File: config.mk
export PLATFORM = sky130hd
export DESIGN_NAME = workload_window_classifier_unit
export DESIGN_NICKNAME = d
export VERILOG_FILES = /design/src/rtl/wwc_pkg.sv /design/src/rtl/wwc_ram.sv /design/src/rtl/wwc_scan.sv /design/src/rtl/wwc_score.sv /design/src/rtl/workload_window_classifier_unit.sv
export SDC_FILE = /design/constraint.sdc
export NUM_CORES = 2
export LEC_CHECK = 0
export BUFFER_PORTS_ARGS = -buffer_cell sky130_fd_sc_hd__buf_2
export CAP_MARGIN = 20
export CORE_ASPECT_RATIO = 0.7
export CORE_UTILIZATION = 65
export CTS_CLUSTER_DIAMETER = 200
export DETAILED_ROUTE_END_ITERATION = 8
export GPL_TIMING_DRIVEN = 1
export PLACE_DENSITY = 0.78
export RECOVER_POWER = 25
export SETUP_SLACK_MARGIN = 0.2
export SYNTH_ARGS = -nofsm -noshare
export SYNTH_HDL_FRONTEND = slang
export SYNTH_SLANG_ARGS = --single-unit
File: constraint.sdc
create_clock -name clk_i -period 9.3 [get_ports clk_i]
set_input_delay 0.93 -clock clk_i [delete_from_list [all_inputs] [get_ports clk_i]]
set_output_delay 0.93 -clock clk_i [all_outputs]
set_load 0.02 [all_outputs]
File: src/rtl/wwc_pkg.sv
// Shared constants, class codes and types for the workload window classifier.
package wwc_pkg;

  localparam int unsigned WINDOW_DEPTH = 64;
  localparam int unsigned PTR_W = $clog2(WINDOW_DEPTH);
  localparam int unsigned CNT_W = $clog2(WINDOW_DEPTH + 1);
  localparam int unsigned CMP_W = (CNT_W > 7) ? CNT_W : 7;

  // field widths
  localparam int unsigned CPU_W = 7;
  localparam int unsigned MEM_W = 32;
  localparam int unsigned INTER_W = 8;
  localparam int unsigned WAKE_W = 32;
  localparam int unsigned CLASS_W = 3;
  localparam int unsigned CONF_W = 7;
  localparam int unsigned TOTAL_W = 32;
  localparam int unsigned ENTRY_W = CPU_W + MEM_W + INTER_W + 1;
  localparam int unsigned IN_DATA_W = 80;
  localparam int unsigned OUT_DATA_W = 48;
  localparam int unsigned CFG_IDX_W = 8;

  // configuration register indexes
  localparam logic [CFG_IDX_W-1:0] CFG_MIN_SAMPLES = 8'd0;
  localparam logic [CFG_IDX_W-1:0] CFG_CHANGE_THRESHOLD = 8'd1;
  localparam logic [6:0] MIN_SAMPLES_RST = 7'd5;
  localparam logic [6:0] CHANGE_THRESHOLD_RST = 7'd70;

  // class codes
  localparam logic [CLASS_W-1:0] CLASS_CPU_BURST = 3'd0;
  localparam logic [CLASS_W-1:0] CLASS_MEMORY_GROWTH = 3'd1;
  localparam logic [CLASS_W-1:0] CLASS_INTERACTIVE = 3'd2;
  localparam logic [CLASS_W-1:0] CLASS_GAMING = 3'd3;
  localparam logic [CLASS_W-1:0] CLASS_UNKNOWN = 3'd4;

  // sample limits
  localparam logic [CPU_W-1:0] CPU_MAX = 7'd100;
  localparam logic [CPU_W-1:0] CPU_HIGH = 7'd70;
  localparam logic [CPU_W-1:0] CPU_LOW = 7'd30;
  localparam logic [CPU_W-1:0] CPU_BUSY = 7'd50;
  localparam logic [INTER_W-1:0] INTER_ACTIVE = 8'd60;
  localparam logic [INTER_W-1:0] INTER_GAME = 8'd80;
  localparam logic [WAKE_W-1:0] WAKE_BUSY = 32'd10;

  // scores
  localparam logic [CONF_W-1:0] SCORE_NONE = 7'd0;
  localparam logic [CONF_W-1:0] SCORE_60 = 7'd60;
  localparam logic [CONF_W-1:0] SCORE_70 = 7'd70;
  localparam logic [CONF_W-1:0] SCORE_80 = 7'd80;
  localparam logic [CONF_W-1:0] SCORE_90 = 7'd90;
  localparam logic [CONF_W-1:0] SCORE_95 = 7'd95;
  localparam logic [CONF_W-1:0] SCORE_100 = 7'd100;

  typedef struct packed {
    logic [CNT_W-1:0] high70;
    logic [CNT_W-1:0] bursts;
    logic [CNT_W-1:0] growths;
    logic [CNT_W-1:0] inter60;
    logic [CNT_W-1:0] wake;
    logic [CNT_W-1:0] cpu50;
    logic [CNT_W-1:0] inter80;
    logic [CNT_W-1:0] both;
  } counts_t;

  typedef struct packed {
    logic [CNT_W-1:0] half;
    logic [CNT_W-1:0] three_quarters;
    logic [CNT_W-1:0] two_thirds;
    logic [CNT_W-1:0] third;
  } limits_t;

  typedef struct packed {
    logic [CPU_W-1:0] cpu;
    logic [MEM_W-1:0] mem;
    logic [INTER_W-1:0] inter;
    logic busy;
  } entry_t;

endpackage

File: src/rtl/wwc_ram.sv
// Generic single-write, single-read RAM with registered read data.
module wwc_ram #(
  parameter int unsigned WIDTH = 8,
  parameter int unsigned DEPTH = 64
) (
  input  logic                     clk_i,
  input  logic                     we_i,
  input  logic [$clog2(DEPTH)-1:0] waddr_i,
  input  logic [WIDTH-1:0]         wdata_i,
  input  logic                     re_i,
  input  logic [$clog2(DEPTH)-1:0] raddr_i,
  output logic [WIDTH-1:0]         rdata_o
);

  logic [WIDTH-1:0] mem_q [DEPTH];
  logic [WIDTH-1:0] rdata_q;

  always_ff @(posedge clk_i) begin
    if (we_i) begin
      mem_q[waddr_i] <= wdata_i;
    end
    if (re_i) begin
      rdata_q <= mem_q[raddr_i];
    end
  end

  assign rdata_o = rdata_q;

endmodule

File: src/rtl/wwc_scan.sv
// Shared per-entry compare and count unit, fed one window entry per cycle.
module wwc_scan (
  input  logic              clk_i,
  input  logic              rst_ni,
  input  logic              clear_i,
  input  logic              valid_i,
  input  logic              first_i,
  input  wwc_pkg::entry_t   entry_i,
  output wwc_pkg::counts_t  counts_o
);

  wwc_pkg::counts_t counts_q, counts_d;
  logic [wwc_pkg::CPU_W-1:0] prev_cpu_q;
  logic [wwc_pkg::MEM_W-1:0] prev_mem_q;
  logic hi70, lo30, grow, cpu50, ia80;

  always_comb begin
    hi70 = entry_i.cpu > wwc_pkg::CPU_HIGH;
    lo30 = prev_cpu_q < wwc_pkg::CPU_LOW;
    grow = entry_i.mem > prev_mem_q;
    cpu50 = entry_i.cpu > wwc_pkg::CPU_BUSY;
    ia80 = entry_i.inter > wwc_pkg::INTER_GAME;
    counts_d = counts_q;
    if (clear_i) begin
      counts_d = '0;
    end else if (valid_i) begin
      counts_d.high70 = counts_q.high70 + wwc_pkg::CNT_W'(hi70);
      counts_d.bursts = counts_q.bursts + wwc_pkg::CNT_W'(hi70 & lo30 & ~first_i);
      counts_d.growths = counts_q.growths + wwc_pkg::CNT_W'(grow & ~first_i);
      counts_d.inter60 = counts_q.inter60
                       + wwc_pkg::CNT_W'(entry_i.inter > wwc_pkg::INTER_ACTIVE);
      counts_d.wake = counts_q.wake + wwc_pkg::CNT_W'(entry_i.busy);
      counts_d.cpu50 = counts_q.cpu50 + wwc_pkg::CNT_W'(cpu50);
      counts_d.inter80 = counts_q.inter80 + wwc_pkg::CNT_W'(ia80);
      counts_d.both = counts_q.both + wwc_pkg::CNT_W'(cpu50 & ia80);
    end
  end

  always_ff @(posedge clk_i or negedge rst_ni) begin
    if (!rst_ni) begin
      counts_q <= '0;
    end else begin
      counts_q <= counts_d;
    end
  end

  // predecessor of the next entry
  always_ff @(posedge clk_i) begin
    if (valid_i) begin
      prev_cpu_q <= entry_i.cpu;
      prev_mem_q <= entry_i.mem;
    end
  end

  assign counts_o = counts_q;

endmodule

File: src/rtl/wwc_score.sv
// Detector scoring and best-class pick, registered on a load strobe.
module wwc_score (
  input  logic                          clk_i,
  input  logic                          rst_ni,
  input  logic                          load_i,
  input  logic                          enable_i,
  input  wwc_pkg::counts_t              counts_i,
  input  wwc_pkg::limits_t              limits_i,
  output logic [wwc_pkg::CONF_W-1:0]    best_o,
  output logic [wwc_pkg::CLASS_W-1:0]   best_class_o
);

  logic [wwc_pkg::CONF_W-1:0] s0, s1, s2, s3, best_d, best_q;
  logic [wwc_pkg::CLASS_W-1:0] class_d, class_q;

  always_comb begin
    s0 = wwc_pkg::SCORE_NONE;
    s1 = wwc_pkg::SCORE_NONE;
    s2 = wwc_pkg::SCORE_NONE;
    s3 = wwc_pkg::SCORE_NONE;
    if (enable_i) begin
      // twenty per burst from three bursts on, capped at a hundred
      if (counts_i.bursts == wwc_pkg::CNT_W'(3)) begin
        s0 = wwc_pkg::SCORE_60;
      end else if (counts_i.bursts == wwc_pkg::CNT_W'(4)) begin
        s0 = wwc_pkg::SCORE_80;
      end else if (counts_i.bursts > wwc_pkg::CNT_W'(4)) begin
        s0 = wwc_pkg::SCORE_100;
      end else if (counts_i.high70 > limits_i.half) begin
        s0 = wwc_pkg::SCORE_60;
      end

      if (counts_i.growths > limits_i.three_quarters) begin
        s1 = wwc_pkg::SCORE_90;
      end else if (counts_i.growths > limits_i.half) begin
        s1 = wwc_pkg::SCORE_60;
      end

      if (counts_i.inter60 > limits_i.two_thirds) begin
        s2 = wwc_pkg::SCORE_80;
      end else if (counts_i.wake > limits_i.half) begin
        s2 = wwc_pkg::SCORE_60;
      end

      if (counts_i.both > limits_i.two_thirds) begin
        s3 = wwc_pkg::SCORE_95;
      end else if (counts_i.cpu50 > limits_i.half && counts_i.inter80 > limits_i.third) begin
        s3 = wwc_pkg::SCORE_70;
      end
    end

    // strict compare keeps the earlier detector on a tie
    best_d = wwc_pkg::SCORE_NONE;
    class_d = wwc_pkg::CLASS_UNKNOWN;
    if (s0 > best_d) begin
      best_d = s0;
      class_d = wwc_pkg::CLASS_CPU_BURST;
    end
    if (s1 > best_d) begin
      best_d = s1;
      class_d = wwc_pkg::CLASS_MEMORY_GROWTH;
    end
    if (s2 > best_d) begin
      best_d = s2;
      class_d = wwc_pkg::CLASS_INTERACTIVE;
    end
    if (s3 > best_d) begin
      best_d = s3;
      class_d = wwc_pkg::CLASS_GAMING;
    end
  end

  always_ff @(posedge clk_i or negedge rst_ni) begin
    if (!rst_ni) begin
      best_q <= wwc_pkg::SCORE_NONE;
      class_q <= wwc_pkg::CLASS_UNKNOWN;
    end else if (load_i) begin
      best_q <= best_d;
      class_q <= class_d;
    end
  end

  assign best_o = best_q;
  assign best_class_o = class_q;

endmodule

File: src/rtl/workload_window_classifier_unit.sv
// Workload window classifier. Each accepted sample is written into a 64-entry
// window RAM and the window is then rescanned oldest to newest, one entry per
// cycle through a single compare-and-count unit; four detectors score the
// counts and the held class switches when the best score beats the change
// threshold. While n, the number of filled window entries, is below
// min_samples the rescan is skipped and the sample goes straight to scoring;
// otherwise the rescan over the RAM read port sets the time a sample takes.
// The input is not ready while a sample is being worked on. One finished
// result may wait in the output register while the next sample is accepted.
// Configuration writes are always taken.
module workload_window_classifier_unit (
  input  logic                               clk_i,
  input  logic                               rst_ni,
  // cpu_percent[6:0], memory_kb[38:7], interaction_score[46:39],
  // wakeup_count[78:47], zero[79]
  input  logic [wwc_pkg::IN_DATA_W-1:0]      s_axis_tdata_i,
  input  logic                               s_axis_tvalid_i,
  output logic                               s_axis_tready_o,
  // current_class[2:0], class_confidence[9:3], class_changed[10],
  // change_total[42:11], zero[47:43]
  output logic [wwc_pkg::OUT_DATA_W-1:0]     m_axis_tdata_o,
  output logic                               m_axis_tvalid_o,
  input  logic                               m_axis_tready_i,
  input  logic                               cfg_valid_i,
  output logic                               cfg_ready_o,
  input  logic [wwc_pkg::CFG_IDX_W-1:0]      cfg_index_i,
  input  logic [6:0]                         cfg_data_i
);

  localparam int unsigned PTR_W = wwc_pkg::PTR_W;
  localparam int unsigned CNT_W = wwc_pkg::CNT_W;
  localparam int unsigned MUL_W = CNT_W + 12;

  localparam logic [2:0] ST_IDLE   = 3'd0;
  localparam logic [2:0] ST_SETUP  = 3'd1;
  localparam logic [2:0] ST_SCAN   = 3'd2;
  localparam logic [2:0] ST_DRAIN  = 3'd3;
  localparam logic [2:0] ST_SCORE  = 3'd4;
  localparam logic [2:0] ST_DECIDE = 3'd5;

  logic [2:0] state_q, state_d;
  logic [6:0] min_samples_q, change_threshold_q;
  logic [PTR_W-1:0] wptr_q, rptr_q, rptr_d;
  logic [CNT_W-1:0] filled_q, k_q, k_d;
  logic enable_q, enable_d;
  logic rvalid_q, rfirst_q;
  logic [wwc_pkg::CLASS_W-1:0] held_class_q;
  logic [wwc_pkg::CONF_W-1:0] held_conf_q;
  logic [wwc_pkg::TOTAL_W-1:0] total_q;
  logic changed_q, out_valid_q;
  wwc_pkg::limits_t limits_q, limits_d;
  wwc_pkg::entry_t wr_entry, rd_entry;
  wwc_pkg::counts_t counts;
  logic [wwc_pkg::CONF_W-1:0] best;
  logic [wwc_pkg::CLASS_W-1:0] best_class;
  logic in_accept, re, scan_clear, score_load, decide_go, do_switch;
  logic [CNT_W:0] start_wide;
  logic [PTR_W-1:0] start;
  logic [wwc_pkg::CPU_W-1:0] cpu_in;

  assign in_accept = s_axis_tvalid_i & s_axis_tready_o;
  assign s_axis_tready_o = (state_q == ST_IDLE);
  assign cfg_ready_o = 1'b1;

  // saturate cpu and reduce wakeups to a flag before storing
  always_comb begin
    cpu_in = s_axis_tdata_i[6:0];
    if (cpu_in > wwc_pkg::CPU_MAX) begin
      cpu_in = wwc_pkg::CPU_MAX;
    end
    wr_entry.cpu = cpu_in;
    wr_entry.mem = s_axis_tdata_i[38:7];
    wr_entry.inter = s_axis_tdata_i[46:39];
    wr_entry.busy = s_axis_tdata_i[78:47] > wwc_pkg::WAKE_BUSY;
  end

  wwc_ram #(
    .WIDTH(wwc_pkg::ENTRY_W),
    .DEPTH(wwc_pkg::WINDOW_DEPTH)
  ) u_ram (
    .clk_i   (clk_i),
    .we_i    (in_accept),
    .waddr_i (wptr_q),
    .wdata_i (wr_entry),
    .re_i    (re),
    .raddr_i (rptr_q),
    .rdata_o (rd_entry)
  );

  wwc_scan u_scan (
    .clk_i    (clk_i),
    .rst_ni   (rst_ni),
    .clear_i  (scan_clear),
    .valid_i  (rvalid_q),
    .first_i  (rfirst_q),
    .entry_i  (rd_entry),
    .counts_o (counts)
  );

  wwc_score u_score (
    .clk_i        (clk_i),
    .rst_ni       (rst_ni),
    .load_i       (score_load),
    .enable_i     (enable_q),
    .counts_i     (counts),
    .limits_i     (limits_q),
    .best_o       (best),
    .best_class_o (best_class)
  );

  // oldest entry sits n slots behind the write pointer
  always_comb begin
    if ({1'b0, wptr_q} >= (PTR_W + 1)'(filled_q)) begin
      start_wide = (CNT_W + 1)'(wptr_q) - (CNT_W + 1)'(filled_q);
    end else begin
      start_wide = (CNT_W + 1)'(wptr_q) + (CNT_W + 1)'(wwc_pkg::WINDOW_DEPTH)
                 - (CNT_W + 1)'(filled_q);
    end
    start = start_wide[PTR_W-1:0];
  end

  // thresholds: n/2, 3n/4, 2n/3 and n/3 through reciprocal multiplies
  always_comb begin
    limits_d.half = filled_q >> 1;
    limits_d.three_quarters = CNT_W'((MUL_W'(filled_q) * MUL_W'(3)) >> 2);
    limits_d.two_thirds = CNT_W'((MUL_W'(filled_q) * MUL_W'(1366)) >> 11);
    limits_d.third = CNT_W'((MUL_W'(filled_q) * MUL_W'(171)) >> 9);
  end

  assign decide_go = (state_q == ST_DECIDE) & (~out_valid_q | m_axis_tready_i);
  assign do_switch = (best > change_threshold_q) & (best_class != held_class_q);

  always_comb begin
    state_d = state_q;
    rptr_d = rptr_q;
    k_d = k_q;
    enable_d = enable_q;
    re = 1'b0;
    scan_clear = 1'b0;
    score_load = 1'b0;
    case (state_q)
      ST_IDLE: begin
        if (in_accept) begin
          state_d = ST_SETUP;
        end
      end
      ST_SETUP: begin
        scan_clear = 1'b1;
        rptr_d = start;
        k_d = '0;
        enable_d = wwc_pkg::CMP_W'(filled_q) >= wwc_pkg::CMP_W'(min_samples_q);
        state_d = enable_d ? ST_SCAN : ST_SCORE;
      end
      ST_SCAN: begin
        re = 1'b1;
        k_d = k_q + CNT_W'(1);
        rptr_d = (rptr_q == PTR_W'(wwc_pkg::WINDOW_DEPTH - 1)) ? '0 : rptr_q + PTR_W'(1);
        if (k_q == filled_q - CNT_W'(1)) begin
          state_d = ST_DRAIN;
        end
      end
      ST_DRAIN: begin
        state_d = ST_SCORE;
      end
      ST_SCORE: begin
        score_load = 1'b1;
        state_d = ST_DECIDE;
      end
      ST_DECIDE: begin
        if (decide_go) begin
          state_d = ST_IDLE;
        end
      end
      default: begin
        state_d = ST_IDLE;
      end
    endcase
  end

  always_ff @(posedge clk_i or negedge rst_ni) begin
    if (!rst_ni) begin
      state_q <= ST_IDLE;
      rptr_q <= '0;
      k_q <= '0;
      enable_q <= 1'b0;
      rvalid_q <= 1'b0;
      rfirst_q <= 1'b0;
      wptr_q <= '0;
      filled_q <= '0;
      min_samples_q <= wwc_pkg::MIN_SAMPLES_RST;
      change_threshold_q <= wwc_pkg::CHANGE_THRESHOLD_RST;
      held_class_q <= wwc_pkg::CLASS_UNKNOWN;
      held_conf_q <= wwc_pkg::SCORE_NONE;
      total_q <= '0;
      changed_q <= 1'b0;
      out_valid_q <= 1'b0;
    end else begin
      state_q <= state_d;
      rptr_q <= rptr_d;
      k_q <= k_d;
      enable_q <= enable_d;
      rvalid_q <= re;
      rfirst_q <= re & (k_q == '0);

      if (cfg_valid_i) begin
        case (cfg_index_i)
          wwc_pkg::CFG_MIN_SAMPLES: min_samples_q <= cfg_data_i;
          wwc_pkg::CFG_CHANGE_THRESHOLD: change_threshold_q <= cfg_data_i;
          default: ;
        endcase
      end

      // advance the window on every accepted sample
      if (in_accept) begin
        wptr_q <= (wptr_q == PTR_W'(wwc_pkg::WINDOW_DEPTH - 1)) ? '0 : wptr_q + PTR_W'(1);
        if (filled_q < CNT_W'(wwc_pkg::WINDOW_DEPTH)) begin
          filled_q <= filled_q + CNT_W'(1);
        end
      end

      if (decide_go) begin
        out_valid_q <= 1'b1;
        changed_q <= do_switch;
        if (do_switch) begin
          held_class_q <= best_class;
          held_conf_q <= best;
          total_q <= total_q + wwc_pkg::TOTAL_W'(1);
        end
      end else if (m_axis_tready_i) begin
        out_valid_q <= 1'b0;
      end
    end
  end

  always_ff @(posedge clk_i) begin
    if (state_q == ST_SETUP) begin
      limits_q <= limits_d;
    end
  end

  assign m_axis_tvalid_o = out_valid_q;
  assign m_axis_tdata_o = {5'd0, total_q, changed_q, held_conf_q, held_class_q};

endmodule

==> metrics.md <==
| Metric | Value |
|---|---|
| TritonCTS clock tree | `yes` |
| Core footprint | `0.200 mm^2` |
| H-tree lvl count | `5` |
| Count of final hold-check violations | `0` |
| Vias in the first global route | `slightly below 70000` |
| Std cell rows | `137` |
| Fin Setup TNS | `0 ns` |
| Die footprint | `slightly above 0.2 mm^2` |
| Drt via density | `about 7.5` |
| Synth-to-layout area growth | `10.7%` |
| Crit-path max FO | `9` |
| Fmax achieved | `between 100 and 150 MHz` |
| Classification of the worst setup path | `reg2reg` |
| Clk_lat worst skew | `slightly below 0.9 ns` |
| Startpoint Class | `flop` |
| FF/Latch Area | `between 0.09 and 0.1 mm^2` |
| Worst path bufs/invs | `1` |
| DRC Markers | `0` |
| Detailed Route WL | `365 mm` |
| Pins over their slew limit | `~2100` |
| Grt total ovfl | `0` |
| Worst min path class | `in2reg` |
| Share of cells above drive strength 1 | `between 20% and 30%` |
| IO Pins | `151` |
| Max_slew headroom | `-189%` |
| Clk slew on worst S/H paths | `0.07 ns` |
| Nature of the critical path endpoint | `flop` |
| Worst slew pin tran | `~4.3 ns` |
| PostCTS Resize Cnt | `0` |
| Netlist cell types | `70` |
| Failing checks | `max-capacitance violations, max-slew violations` |
| Postcts setup bufs | `0` |
| Wire length per cell after detailed routing | `40.4 um` |
| Worst setup margin | `2.63 ns` |
| Top-count cell post-synth | `edfxtp_1` |
| Leakage | `roughly 47 nW` |
| Setup WS pre-CTS | `roughly 2.7 ns` |
| Post-synth ARST share | `roughly 4.7%` |
| First-pass GRT wire length | `approximately 510 mm` |
| # clock sinks | `roughly 3300` |
| Die Span Y | `between 300 and 400 um` |
| Slowest Stage Delay on Critical Path | `between 0.4 and 0.5 ns` |
| Delay-heaviest family, CP | `compound AO/OA/AOI/OAI gates` |
| Max VDD drop | `approximately 0.39 mV` |
| Largest net degree at the start of global routing | `~130` |
| Endpoints failing setup | `0` |
| Crit-path slowest cell | `dfrtp_1` |
| Leading area contributor after synthesis | `edfxtp_1` |
| CTS buffer count | `302` |
| Total number of vias | `67400` |
| Antenna Nets Post-Route | `0` |
| Ys Warns | `0` |
| Seq/Total Area, Yosys | `75.5%` |
| Arr. time, crit path | `about 7.4 ns` |
| Root Buffer | `clkbuf_16` |
| Cells after Synth | `~5800` |
| Setup repair after global routing missed its margin | `false` |
| Final std cells w/o fill | `~9000` |
| Die X | `around 540 um` |
| Commonest cells post-synth | `edfxtp_1, mux4_2, ha_1` |
| CP required | `10.01 ns` |
| Clock Tree Buf Depth | `4` |
| Synthesized area | `approximately 0.13 mm^2` |
| Max Cap Viol | `33` |
| Yosys reg bits | `around 3300` |
| Tot GR Track Use | `36.3%` |
| CTS hold repair buffers | `0` |
| Initial antenna violation count | `13` |
| Fin nets | `~6500` |
| Area of the multi-input gates | `roughly 0.031 mm^2` |
| Starting density of the core | `between 60% and 70%` |
| Port Buffers | `around 140` |
| Synth area leaders | `edfxtp_1, mux4_2, dfrtp_1, ha_1, nor2_1` |
| Fin crit share | `between 70% and 80%` |
| Total Power | `0.0396 W` |
| Post-synth top area share | `about 73%` |
| Layout fillers | `about 11000` |
| DR pass1 iterations | `6` |
| Status | `finished, violations left` |
| Worst Clk Skew | `around 0.059 ns` |
| Syn Area/Cell | `~23 um^2` |
| Initial DRC Count | `~11000` |
| Dpl hpwl | `172 mm` |
| Fin crit period | `~6.7 ns` |
| # placed instances | `8480` |
| Post-synth EDFFs | `roughly 3200` |
| Ys flop type | `edfxtp_1` |
| PD cells | `~270 mW/mm^2` |
| RD Place Congestion | `a little over 0.8` |
## flip-flops by register name, summed over array words and instances (netlist names), 26 cells and up
signal / cells
limits_q: 26
total_q: 32
u_ram.mem_q: 3072
u_ram.rdata_o: 48
u_scan.counts_o: 56
u_scan.prev_mem_q: 32
## layout make-up
cell class                      count  area share [%]
Inverter                          124           0.321
Clock buffer                      378            5.56
Clock inverter                    155           0.913
Sequential cell                  3340            68.3
Timing Repair Buffer              282            1.35
Multi-Input combinational cell   2108            21.3
Tap cell                         2641            2.27
Antenna cell                        5         0.00858
## logic make-up after synthesis
kind of cell,share of synthesized area [%]
and+or+nand+nor,1.75
other,0.00570
xor gates and xnor gates,0.678
AOI/OAI and AO/OA,1.22
adders and majority gates,2.04
muxes,17.5
DFF,75.5
buffers and inverters,1.25
## layer usage
metal	track usage [%]	wire length [um]	up-vias
li1	-	-	25200
met1	49.8	126000	35000
met2	54.7	168000	6090
met3	10.8	52500	1121
met4	16.6	19000	16
met5	0	101	-
## cells in the final DEF, fill, tap and decap left out, types with 38 or more instances in the layout
cell type and count:
inv_1 122, clkinv_1 70, clkbuf_16 313, buf_2 111, mux4_2 997, dfrtp_1 142, clkbuf_1 103, xnor2_1 59
nand4_1 44, nor2_4 64, buf_4 109, a21oi_1 64, nor2_1 90, edfxtp_1 3184, clkinv_2 38, nand2_1 121
ha_1 192, o21ai_0 77, nand3_1 51, xor2_1 43
## worst paths after layout
check	start	endpoint	slack (ns)	depth (start not counted)
setup / recovery	u_scan.counts_o[37]$_DFFE_PN0P_	u_score.best_o[4]$_DFFE_PN0P_	2.63	28
hold / removal	cfg_data_i[2]	min_samples_q[2]$_DFFE_PN1P_	0.33	3
setup reg to reg	u_scan.counts_o[37]$_DFFE_PN0P_	u_score.best_o[4]$_DFFE_PN0P_	2.63	28
hold reg to reg	u_ram.rdata_o[36]$_DFFE_PP_	u_scan.prev_mem_q[27]$_DFFE_PP_	0.47	0
max in group asynchronous	rst_ni	rvalid_q$_DFF_PN0_	4.60	1
min in group asynchronous	rst_ni	u_scan.counts_o[47]$_DFFE_PN0P_	1.63	1
## where the power goes
| part | switching (W) | leakage (nW) | internal [W] |
|---|---|---|---|
| Clock | 0.00553 | 4.59 | 0.00681 |
| Sequential | 0.000376 | 30.9 | 0.0168 |
| Combinational | 0.00519 | 11.8 | 0.00492 |
## through the flow
step	cell area [um^2]	utilization [%]	hold WS [ns]
final	146000	72.8	0.329
after global routing	146000	72.8	0.319
after CTS	146000	72.8	0.121
after detailed placement	136000	68.1	0.444
after global placement	136000	68.0	0.449
after floorplan	132000	-	0.426
## worst min-delay path, stage by stage
cell	delay, ns
buf_2	0.11
nand2_1	0.05
o21ai_0	0.07
(Power assumes the default switching activity.)
